<file path="src/rtl/tcd_pkg.sv">
// ----------------------------------------------------------------------------
// Typesetter command decoder package
// Shared types, command codes and the point-size table.
// ----------------------------------------------------------------------------
package tcd_pkg;

  localparam int POS_BITS_DEFAULT = 24;
  localparam int OUT_POS_W        = 24;
  localparam int CORR_UNITS       = 55;
  localparam int START_ROW        = 25;
  localparam logic [5:0] SIZE_RESET = 6'd10;

  // Control command codes.
  localparam logic [7:0] CMD_JOB      = 8'o100;
  localparam logic [7:0] CMD_RAIL_LO  = 8'o101;
  localparam logic [7:0] CMD_RAIL_HI  = 8'o102;
  localparam logic [7:0] CMD_MAG_HI   = 8'o103;
  localparam logic [7:0] CMD_MAG_LO   = 8'o104;
  localparam logic [7:0] CMD_LOWER    = 8'o105;
  localparam logic [7:0] CMD_UPPER    = 8'o106;
  localparam logic [7:0] CMD_ESC_FWD  = 8'o107;
  localparam logic [7:0] CMD_ESC_BACK = 8'o110;
  localparam logic [7:0] CMD_LEAD_FWD = 8'o112;
  localparam logic [7:0] CMD_LEAD_BACK = 8'o114;

  localparam logic [3:0] SIZE_DOUBLE_FIRST = 4'd9;

  typedef enum logic [2:0] {
    EV_GLYPH    = 3'd0,
    EV_RAIL_MAG = 3'd1,
    EV_SIZE     = 3'd2,
    EV_START    = 3'd3,
    EV_STOP     = 3'd4
  } event_kind_t;

  typedef struct packed {
    event_kind_t                  kind;
    logic [6:0]                   char_code;
    logic [1:0]                   rail_mag;
    logic [5:0]                   point_size;
    logic                         size_invalid;
    logic signed [OUT_POS_W-1:0]  row_pos;
    logic signed [OUT_POS_W-1:0]  col_pos;
  } result_t;

  // Point size for a 4-bit size code; zero marks a code with no entry.
  function automatic logic [5:0] size_lookup(input logic [3:0] code);
    logic [5:0] pts;
    case (code)
      4'd0:    pts = 6'd7;
      4'd1:    pts = 6'd8;
      4'd2:    pts = 6'd10;
      4'd3:    pts = 6'd11;
      4'd4:    pts = 6'd12;
      4'd5:    pts = 6'd14;
      4'd6:    pts = 6'd18;
      4'd7:    pts = 6'd9;
      4'd8:    pts = 6'd6;
      4'd9:    pts = 6'd16;
      4'd10:   pts = 6'd20;
      4'd11:   pts = 6'd22;
      4'd12:   pts = 6'd24;
      4'd13:   pts = 6'd28;
      4'd14:   pts = 6'd36;
      default: pts = 6'd0;
    endcase
    return pts;
  endfunction

endpackage

</file>
<file path="src/rtl/tcd_core.sv">
// ----------------------------------------------------------------------------
// Typesetter command decoder core
// Holds the typesetter state; decodes one command byte per cycle of advance.
// ----------------------------------------------------------------------------
module tcd_core import tcd_pkg::*; #(
  parameter int POS_BITS = POS_BITS_DEFAULT
) (
  input  logic       clk,
  input  logic       rst,
  input  logic       advance,
  input  logic [7:0] cmd,
  output logic       has_result,
  output result_t    result
);

  logic [POS_BITS-1:0] pending_escape, pending_escape_next;
  logic                escape_backward, escape_backward_next;
  logic                lead_backward, lead_backward_next;
  logic                upper_case, upper_case_next;
  logic [1:0]          font_select, font_select_next;
  logic [POS_BITS-1:0] row_now, row_now_next;
  logic [POS_BITS-1:0] col_now, col_now_next;
  logic                double_size, double_size_next;
  logic [5:0]          size_now, size_now_next;
  logic                started, started_next;
  logic                stopped, stopped_next;

  logic [POS_BITS-1:0]           col_moved;
  logic [6:0]                    lead_step;
  logic [5:0]                    pts;
  logic                          dbl;
  logic                          corr_en;
  logic                          corr_neg;
  event_kind_t                   kind;
  logic [6:0]                    ch;
  logic                          inval;
  logic [POS_BITS+OUT_POS_W-1:0] row_ext;
  logic [POS_BITS+OUT_POS_W-1:0] col_ext;

  // Any non-escape byte that is not ignored commits pending motion to the column.
  assign col_moved = escape_backward ? (col_now - pending_escape)
                                     : (col_now + pending_escape);
  assign lead_step = {2'b00, ~cmd[4:0]} + {1'b0, ~cmd[4:0], 1'b0};
  assign pts       = size_lookup(cmd[3:0]);
  assign dbl       = (cmd[3:0] >= SIZE_DOUBLE_FIRST);
  assign corr_en   = (dbl != double_size);
  assign corr_neg  = (dbl & ~double_size) ^ escape_backward;

  always_comb begin
    pending_escape_next  = pending_escape;
    escape_backward_next = escape_backward;
    lead_backward_next   = lead_backward;
    upper_case_next      = upper_case;
    font_select_next     = font_select;
    row_now_next         = row_now;
    col_now_next         = col_now;
    double_size_next     = double_size;
    size_now_next        = size_now;
    started_next         = started;
    stopped_next         = stopped;
    has_result           = 1'b0;
    kind                 = EV_GLYPH;
    ch                   = 7'd0;
    inval                = 1'b0;

    if (stopped || cmd == 8'd0) begin
      // Ignored byte.
    end else if (cmd[7]) begin
      pending_escape_next = pending_escape + {{(POS_BITS-7){1'b0}}, ~cmd[6:0]};
    end else begin
      col_now_next        = col_moved;
      pending_escape_next = '0;
      if (cmd[7:6] == 2'b00) begin
        has_result = 1'b1;
        kind       = EV_GLYPH;
        ch         = {upper_case, cmd[5:0]};
      end else begin
        case (cmd)
          CMD_JOB: begin
            has_result = 1'b1;
            if (started) begin
              stopped_next = 1'b1;
              kind         = EV_STOP;
            end else begin
              started_next         = 1'b1;
              row_now_next         = POS_BITS'(START_ROW);
              col_now_next         = '0;
              lead_backward_next   = 1'b0;
              escape_backward_next = 1'b0;
              upper_case_next      = 1'b0;
              font_select_next     = 2'b00;
              kind                 = EV_START;
            end
          end
          CMD_RAIL_LO: begin
            font_select_next = {font_select[1], 1'b0};
            has_result       = 1'b1;
            kind             = EV_RAIL_MAG;
          end
          CMD_RAIL_HI: begin
            font_select_next = {font_select[1], 1'b1};
            has_result       = 1'b1;
            kind             = EV_RAIL_MAG;
          end
          CMD_MAG_HI: begin
            font_select_next = {1'b1, font_select[0]};
            has_result       = 1'b1;
            kind             = EV_RAIL_MAG;
          end
          CMD_MAG_LO: begin
            font_select_next = {1'b0, font_select[0]};
            has_result       = 1'b1;
            kind             = EV_RAIL_MAG;
          end
          CMD_LOWER:     upper_case_next      = 1'b0;
          CMD_UPPER:     upper_case_next      = 1'b1;
          CMD_ESC_FWD:   escape_backward_next = 1'b0;
          CMD_ESC_BACK:  escape_backward_next = 1'b1;
          CMD_LEAD_FWD:  lead_backward_next   = 1'b0;
          CMD_LEAD_BACK: lead_backward_next   = 1'b1;
          default: begin
            if (cmd inside {[8'o140:8'o177]}) begin
              if (lead_backward) begin
                row_now_next = row_now - {{(POS_BITS-7){1'b0}}, lead_step};
              end else begin
                row_now_next = row_now + {{(POS_BITS-7){1'b0}}, lead_step};
              end
            end else if (cmd inside {[8'o120:8'o137]}) begin
              has_result = 1'b1;
              kind       = EV_SIZE;
              if (pts == 6'd0) begin
                inval = 1'b1;
              end else begin
                // The pending motion was just committed, so the size
                // correction becomes the whole pending motion.
                if (corr_en) begin
                  pending_escape_next = corr_neg ? -POS_BITS'(CORR_UNITS)
                                                 : POS_BITS'(CORR_UNITS);
                end
                double_size_next = dbl;
                size_now_next    = pts;
              end
            end
          end
        endcase
      end
    end
  end

  assign row_ext = {{OUT_POS_W{1'b0}}, row_now_next};
  assign col_ext = {{OUT_POS_W{1'b0}}, col_now_next};

  always_comb begin
    result.kind         = kind;
    result.char_code    = ch;
    result.rail_mag     = font_select_next;
    result.point_size   = size_now_next;
    result.size_invalid = inval;
    result.row_pos      = row_ext[OUT_POS_W-1:0];
    result.col_pos      = col_ext[OUT_POS_W-1:0];
  end

  always_ff @(posedge clk) begin
    if (rst) begin
      pending_escape  <= '0;
      escape_backward <= 1'b0;
      lead_backward   <= 1'b0;
      upper_case      <= 1'b0;
      font_select     <= 2'b00;
      row_now         <= '0;
      col_now         <= '0;
      double_size     <= 1'b0;
      size_now        <= SIZE_RESET;
      started         <= 1'b0;
      stopped         <= 1'b0;
    end else if (advance) begin
      pending_escape  <= pending_escape_next;
      escape_backward <= escape_backward_next;
      lead_backward   <= lead_backward_next;
      upper_case      <= upper_case_next;
      font_select     <= font_select_next;
      row_now         <= row_now_next;
      col_now         <= col_now_next;
      double_size     <= double_size_next;
      size_now        <= size_now_next;
      started         <= started_next;
      stopped         <= stopped_next;
    end
  end

  a_stopped_silent: assert property (@(posedge clk) disable iff (rst)
    stopped |-> !has_result)
    else $error("decoder produced a result after job stop");

  a_stop_needs_start: assert property (@(posedge clk) disable iff (rst)
    stopped |-> started)
    else $error("job stopped without having started");

  a_size_known: assert property (@(posedge clk) disable iff (rst)
    advance && has_result && result.size_invalid |=> $stable(size_now))
    else $error("unknown size code changed the point size");

endmodule

</file>
<file path="src/rtl/tcd_out_reg.sv">
// ----------------------------------------------------------------------------
// Typesetter command decoder result register
// Holds one result request until the downstream side takes it.
// ----------------------------------------------------------------------------
module tcd_out_reg import tcd_pkg::*; (
  input  logic    clk,
  input  logic    rst,
  input  logic    load,
  input  result_t load_data,
  output logic    valid,
  input  logic    ready,
  output result_t data
);

  always_ff @(posedge clk) begin
    if (rst) begin
      valid <= 1'b0;
    end else if (load) begin
      valid <= 1'b1;
    end else if (ready) begin
      valid <= 1'b0;
    end
  end

  always_ff @(posedge clk) begin
    if (load) begin
      data <= load_data;
    end
  end

endmodule

</file>
<file path="src/rtl/typesetter_command_decoder_top.sv">
// ----------------------------------------------------------------------------
// Typesetter command decoder
// Decodes a phototypesetter command byte stream into glyph and control events.
// ----------------------------------------------------------------------------
// Each command byte is captured in an input register, decoded against the
// current typesetter state, and any event it causes is placed in a result
// register. One byte is taken every cycle; the only stall comes from a full
// result register whose event is not being taken, and bytes that cause no
// event (escapes, leading, case and direction codes) pass through even then.
// An event reaches the output from the result register. Positions are tracked
// at POS_BITS and reported as 24 bits.
module typesetter_command_decoder_top import tcd_pkg::*; #(
  parameter int POS_BITS = POS_BITS_DEFAULT
) (
  input  logic                         clk,
  input  logic                         rst,
  input  logic                         in_valid,
  output logic                         in_ready,
  input  logic [7:0]                   cmd_byte,
  output logic                         out_valid,
  input  logic                         out_ready,
  output logic [2:0]                   event_kind,
  output logic [6:0]                   char_code,
  output logic [1:0]                   rail_mag,
  output logic [5:0]                   point_size,
  output logic                         size_invalid,
  output logic signed [OUT_POS_W-1:0]  row_pos,
  output logic signed [OUT_POS_W-1:0]  col_pos
);

  logic       ib_valid;
  logic [7:0] ib_byte;
  logic       has_result;
  logic       advance;
  result_t    core_result;
  result_t    out_data;

  // A byte leaves the input register when its event, if any, has room.
  assign advance  = ib_valid && (!has_result || !out_valid || out_ready);
  assign in_ready = !ib_valid || advance;

  always_ff @(posedge clk) begin
    if (rst) begin
      ib_valid <= 1'b0;
    end else if (in_ready) begin
      ib_valid <= in_valid;
    end
  end

  always_ff @(posedge clk) begin
    if (in_valid && in_ready) begin
      ib_byte <= cmd_byte;
    end
  end

  tcd_core #(
    .POS_BITS(POS_BITS)
  ) u_core (
    .clk        (clk),
    .rst        (rst),
    .advance    (advance),
    .cmd        (ib_byte),
    .has_result (has_result),
    .result     (core_result)
  );

  tcd_out_reg u_out (
    .clk       (clk),
    .rst       (rst),
    .load      (advance && has_result),
    .load_data (core_result),
    .valid     (out_valid),
    .ready     (out_ready),
    .data      (out_data)
  );

  assign event_kind   = out_data.kind;
  assign char_code    = out_data.char_code;
  assign rail_mag     = out_data.rail_mag;
  assign point_size   = out_data.point_size;
  assign size_invalid = out_data.size_invalid;
  assign row_pos      = out_data.row_pos;
  assign col_pos      = out_data.col_pos;

  a_event_lands: assert property (@(posedge clk) disable iff (rst)
    advance && has_result |=> out_valid)
    else $error("decoded event did not reach the result register");

endmodule

</file>
<file path="config.mk">
export PLATFORM = sky130hd
export DESIGN_NAME = typesetter_command_decoder_top
export DESIGN_NICKNAME = d
export VERILOG_FILES = /design/src/rtl/tcd_pkg.sv /design/src/rtl/tcd_core.sv /design/src/rtl/tcd_out_reg.sv /design/src/rtl/typesetter_command_decoder_top.sv
export SDC_FILE = /design/constraint.sdc
export NUM_CORES = 1
export LEC_CHECK = 0
export BUFFER_PORTS_ARGS = -buffer_cell sky130_fd_sc_hd__buf_2
export CAP_MARGIN = 20
export CORE_MARGIN = 1
export CORE_UTILIZATION = 55
export CTS_CLUSTER_SIZE = 30
export DETAILED_ROUTE_END_ITERATION = 16
export PLACE_DENSITY = 0.74
export SLEW_MARGIN = 5
export SYNTH_ARGS = -nofsm -noshare
export SYNTH_HDL_FRONTEND = slang
export SYNTH_SLANG_ARGS = --single-unit
</file>
<file path="constraint.sdc">
create_clock -name clk -period 5.6 [get_ports clk]
set_input_delay 0.56 -clock clk [delete_from_list [all_inputs] [get_ports clk]]
set_output_delay 0.56 -clock clk [all_outputs]
set_load 0.005 [all_outputs]
</file>
# ---- Word-level counts from Yosys, hierarchy flattened
# Memories as Yosys holds them, arrays and structs flattened. A register that Yosys moved wholly into a read port is not among the register bits.
# Cells that the tools add are included.
dict set report totals {
  latchBits 0
  elab_cells 143
  romBits 96
  reg_bits 163
  mem_count 1
  ramBits 0
  output_inout_bits 69
  inputBits 12
}
dict set report op_classes {
  n_div 0
  shifts 0
  n_addsub 6
  mul 0
  n_reduce_logical 34
  eq_ne 13
  n_bitwise 12
  mux 51
  order_cmp 5
}
# memory words width read_ports rd_clocked_by_memory_dff wr line
set memory_table {}
lappend memory_table {{(no name shown)} 16 6 1 1 0 tcd_pkg.sv:49} ;# case (code)
# cell n
set op_table {}
lappend op_table {{$mux W24} 20}
lappend op_table {{$eq A8 B7 Y1 const B} 11}
lappend op_table {{$add A24 B7 Y24} 2}
lappend op_table {{$pmux W24 S2} 1}
lappend op_table {{$mux W6} 7}
lappend op_table {{$add A24 B24 Y24} 1}
lappend op_table {{$reduce_and A6 Y1} 4}
lappend op_table {{$sub A24 B24 Y24} 1}
lappend op_table {{$sub A24 B7 Y24} 1}
lappend op_table {{$ge A8 B7 Y1 const B} 2}
lappend op_table {{$le A8 B7 Y1 const B} 2}
lappend op_table {{$reduce_or A16 Y1} 1}
lappend op_table {{$reduce_or A11 Y1} 1}
lappend op_table {{$mux W2} 5}
lappend op_table {{$pmux W2 S5} 1}
lappend op_table {{$reduce_or A10 Y1} 1}
lappend op_table {{$mux W1} 9}
lappend op_table {{$pmux W1 S3} 3}
lappend op_table {{$pmux W3 S3} 1}
lappend op_table {{$reduce_bool A3 Y1} 3}
lappend op_table {{$logic_not A8 Y1} 1}
lappend op_table {{$not A1 Y1} 8}
lappend op_table {{$reduce_and A8 Y1} 1}
lappend op_table {{$add A5 B6 Y7} 1}
lappend op_table {{other kinds (22)} 33}

# ---- Logic depth before layout (Yosys ltp)
dict set report logic_depth {
  word_depth 15
  ltp_mapped 22
  ltp_nobuf 21
}

# ---- By module
# A second synthesis with hierarchy kept.
dict set report hier_totals {
  cells_unflattened 1148
  area_unflattened_um2 10301.1
}
# module cells_per_inst instances seq_area_each_um2 area_per_inst_um2
set modules_own_cells {}
lappend modules_own_cells {tcd_core 1060 1 1721.7 7930.1}
lappend modules_own_cells {tcd_out_reg 71 1 2031.9 2050.7}
lappend modules_own_cells {typesetter_command_decoder_top 17 1 260.2 320.3}

# ---- Least setup slack after synthesis
# Ideal clock, no wire load.
dict set report synth_path {
  path_kind {register -> register}
  from {register ib_byte[1]}
  to {register u_out.data[47] (netlist bit), data pin}
  required_time_ns 5.466
  period_less_slack_ns 4.562
  arrival_ns 4.427
  path_slack_ns 1.038
  n_path_buf 1
  setup_ns 0.134
  path_stages_with_launch 23
  cell_sequence {edfxtp_1 > inv_1 > ha_1 > inv_1 > fa_1 > nor2b_1 > o21ai_0 > nor2b_1 > xnor2_1 > and3_1 > ha_1 > or2_2 > ha_1 > clkbuf_1 > a21oi_1 > o22ai_1 > nor3_1 > o211ai_1 > a31oi_2 > o21ai_1 > xor2_1 > a211o_1 > nand3_1}
}
# item line
set synth_lines {}
lappend synth_lines {{start, declared} typesetter_command_decoder_top.sv:32} ;# logic [7:0] ib_byte;
lappend synth_lines {{start signal, assigned} typesetter_command_decoder_top.sv:52} ;# ib_byte <= cmd_byte;
lappend synth_lines {{end signal, assigned} tcd_out_reg.sv:27} ;# data <= load_data;
lappend synth_lines {{end, declared} tcd_out_reg.sv:12} ;# output result_t data

==> flow_metrics.tcl <==
set metrics [dict create \
    ys_warn_count 0 \
    die-area_sq_um 19760 \
    drt-vias-per-instance 6.036 \
    h-tree-depth 4 \
    dp_hpwl_um 18390 \
    synth_flop_cell "dfxtp_1" \
    coreArea_sq_um 18770 \
    status "finished clean" \
    max-clock-path-buffers 2 \
    crit_type "register to register" \
    yosysTopAreaCell "edfxtp_1" \
    floorplan.initialDensity 0.5626 \
    firstDrtPassIters 5 \
    grt_max_degree 63 \
    avgSynthCellArea_sq_um 8.792 \
    tns_ns 0 \
    drcViolationCount 0 \
    cts_num_sinks 169 \
    swShare 0.2913 \
    syn-num-nets 1292 \
    hold_buffers 0 \
    worst_slew_pin_slew_ns 0.9220 \
    leakagePower_nw 4.781 \
    synth.area.top_cells "edfxtp_1 (21%), dfxtp_1 (18%), ha_1 (8.9%)" \
    relSlewSlack 0.3847 \
    grt_usage 0.2754 \
    place.gp.congestion 0.9342 \
    slew_viol_final 0 \
    hold_class "input pin to register" \
    final_area_sq_um 11670 \
    num-fill-cells 1640 \
    crit_path_start_kind "register" \
    finClkSkew_ns 0.01179 \
    diodes 0 \
    synth_top_area_frac 0.2133 \
    rows 50 \
    powerDensity_nw_per_um2 285.1 \
    rsz0062_at_grt "no" \
    grt_pass1_vias 8369 \
    cts_made_buffers 17 \
    nets 1341 \
    min_period_ns 5.121 \
    antenna_found_initial 0 \
    cts_resized 0 \
    clock-root-buffer "clkbuf_16" \
    finalHoldViolCount 0 \
    die_width_um 140.6 \
    endpoint_kind "register" \
    chipHeight_um 140.6 \
    netlist_area_sq_um 10560 \
    timing.final.crit_share 0.9145 \
    layout-drive-gt1-share 0.1140 \
    wire_per_inst_um 17.67 \
    ios 81 \
    clkPwrFrac 0.376 \
    cp_max_fo 8 \
    synthCells 1201 \
    timing.fmax_mhz 195.3 \
    internal_power_w 0.002359 \
    power.switching_w 0.0009695 \
    syn2layout_area_growth_pct 10.55 \
    post_cts_buffers 0 \
    grt_overflow 0 \
    worstSkewPairLatency_ns 0.43 \
    p_seq_frac 0.415 \
    multiInputGateArea_sq_um 6010 \
    ys_types 75 \
    cap_violations 0 \
    async_flop_share 0 \
    antenna_left 0 \
    wirelength_um 26450 \
    vias 9036 \
    post_dp_cell_area_sq_um 11040 \
    regArea_sq_um 4134 \
    combPwrFrac 0.209 \
    grt_pass1_wl_um 43150 \
    clk_pin_slew_worst_paths_ns 0.07 \
    cp.arrival_ns 5.30 \
    irDropWorstVdd_mv 0.2222 \
    synth_edf_count 75 \
    crit_required_ns 5.78 \
    synth_seq_cells 169 \
    port-buffer-count 80 \
    cts_tree "built" \
    seq_area_frac_synth 0.3915 \
    finalSetupViolations 0 \
    drt_iter0_markers 818 \
]
[flip-flops by register name, indices dropped and copies added, names as in the netlist, 2 cells and up]
| register | flops |
|---|---|
| u_core.row_now | 24 |
| ib_byte | 8 |
| u_core.size_now | 6 |
| u_core.pts | 6 |
| u_core.font_select | 2 |
| u_core.pending_escape | 24 |
| u_core.col_now | 24 |
| u_out.data | 67 |
[cells in the mapped netlist, drive strengths merged, types with 5 or more instances]
library cell / count
nand2: 147
a21oi: 120
nor2: 114
dfxtp: 94
edfxtp: 75
ha: 75
o21ai: 60
xnor2: 53
inv: 41
nand3: 39
nor3: 36
clkbuf: 30
buf: 28
a22o: 26
a21o: 24
xor2: 24
and3: 15
o31ai: 15
nand2b: 14
o21a: 14
a211oi: 13
nand4: 13
and2: 11
nor2b: 10
o22ai: 9
a31oi: 8
a41oi: 8
nand3b: 7
or3: 7
nor4: 6
o21bai: 6
mux2i: 5
[cell type report]
| cell class | instances | area share |
|---|---|---|
| well taps | 234 | 0.02508 |
| clock inverters | 12 | 0.01479 |
| inverters | 41 | 0.01318 |
| repair buffers | 88 | 0.04052 |
| multi-input cells | 933 | 0.5148 |
| flip-flops and latches | 169 | 0.3542 |
| clock buffers | 20 | 0.03741 |
[kinds of logic (layout without fill, tap and decap cells)]
kind of cell / count (synthesis) / after routing / share of synthesized area
XOR/XNOR: 77 / 77 / 0.06387
adder cells (fa/ha/maj): 79 / 79 / 0.09646
AO/OA/AOI/OAI: 343 / 343 / 0.2121
AND/OR/NAND/NOR: 427 / 427 / 0.1884
buffers and inverters: 99 / 161 / 0.03958
flip-flops: 169 / 169 / 0.3915
multiplexers: 7 / 7 / 0.008058
[power by group through the flow]
stage / clock [W] / combinational (W) / sequential (W)
finish: 0.00125 / 0.000695 / 0.00138
detailed placement: 0 / 0.000678 / 0.00141
global placement: 0 / 0.000666 / 0.00141
global route: 0.00132 / 0.000772 / 0.00138
CTS: 0.00127 / 0.000686 / 0.00138
floorplan: 0 / 0.000541 / 0.00139
[worst max-delay path: stages (launching register included)]
cell and delay (ns):
edfxtp_1 0.45, inv_1 0.25, ha_1 0.33, inv_1 0.11, fa_1 0.41, nor2b_1 0.12
o21ai_0 0.11, nor2b_1 0.17, xnor2_1 0.14, and3_1 0.25, ha_1 0.18, or2_2 0.29
ha_1 0.39, a21oi_1 0.25, o22ai_1 0.14, nor3_1 0.16, o211ai_1 0.14, a31oi_2 0.30
o21ai_1 0.14, xor2_1 0.27, a211o_1 0.19, nand3_1 0.07
[layout by cell type (no fill, tap or decap), drive strengths merged, types with 5 or more instances in the layout]
cell type,n
nand2b,14
nand3b,7
edfxtp,75
a41oi,8
o31ai,15
clkbuf,20
nand4,13
xor2,24
dfxtp,94
buf,88
nor4,6
a21oi,120
o22ai,9
o21bai,6
and2,11
nor3,36
or3,7
a31oi,8
xnor2,53
o21a,14
a22o,26
and3,15
o21ai,60
nor2b,10
inv,43
ha,75
nand3,39
a21o,24
nand2,147
nor2,114
mux2i,5
a211oi,13
[per-layer routing]
layer | wire, um | vias up | GRT usage
met5 | 0 | - | 0
met4 | 407 | 0 | 0.07895
met3 | 1628 | 39 | 0.03897
met2 | 11440 | 332 | 0.4211
met1 | 12970 | 4228 | 0.4044
li1 | - | 4437 | -
[final timing paths]
| path | startpoint | endpoint | slack [ns] | cells past startpoint |
|---|---|---|---|---|
| min reg2reg | u_core.size_now[5]$_SDFFE_PP0P_ | u_core.size_now[5]$_SDFFE_PP0P_ | 0.45 | 2 |
| min | cmd_byte[7] | ib_byte[7]$_DFFE_PP_ | 0.30 | 1 |
| max reg2reg | ib_byte[1]$_DFFE_PP_ | u_out.data[47]$_DFFE_PP_ | 0.48 | 21 |
| max | ib_byte[1]$_DFFE_PP_ | u_out.data[47]$_DFFE_PP_ | 0.48 | 21 |
[per-stage QoR]
stage	instances	power, W	utilization	worst slack (ns)	hold WS [ns]
floorplan	1201	0.001931	-	1.038	0.4357
global placement	1464	0.002071	0.5884	0.7035	0.4430
detailed placement	1464	0.002085	0.5884	0.5490	0.4506
CTS	1496	0.003331	0.6209	0.5254	0.2883
global route	1497	0.003477	0.6219	0.1470	0.2858
finish	1497	0.003328	0.6219	0.4787	0.3000
Power figures use the tool's default switching activity.
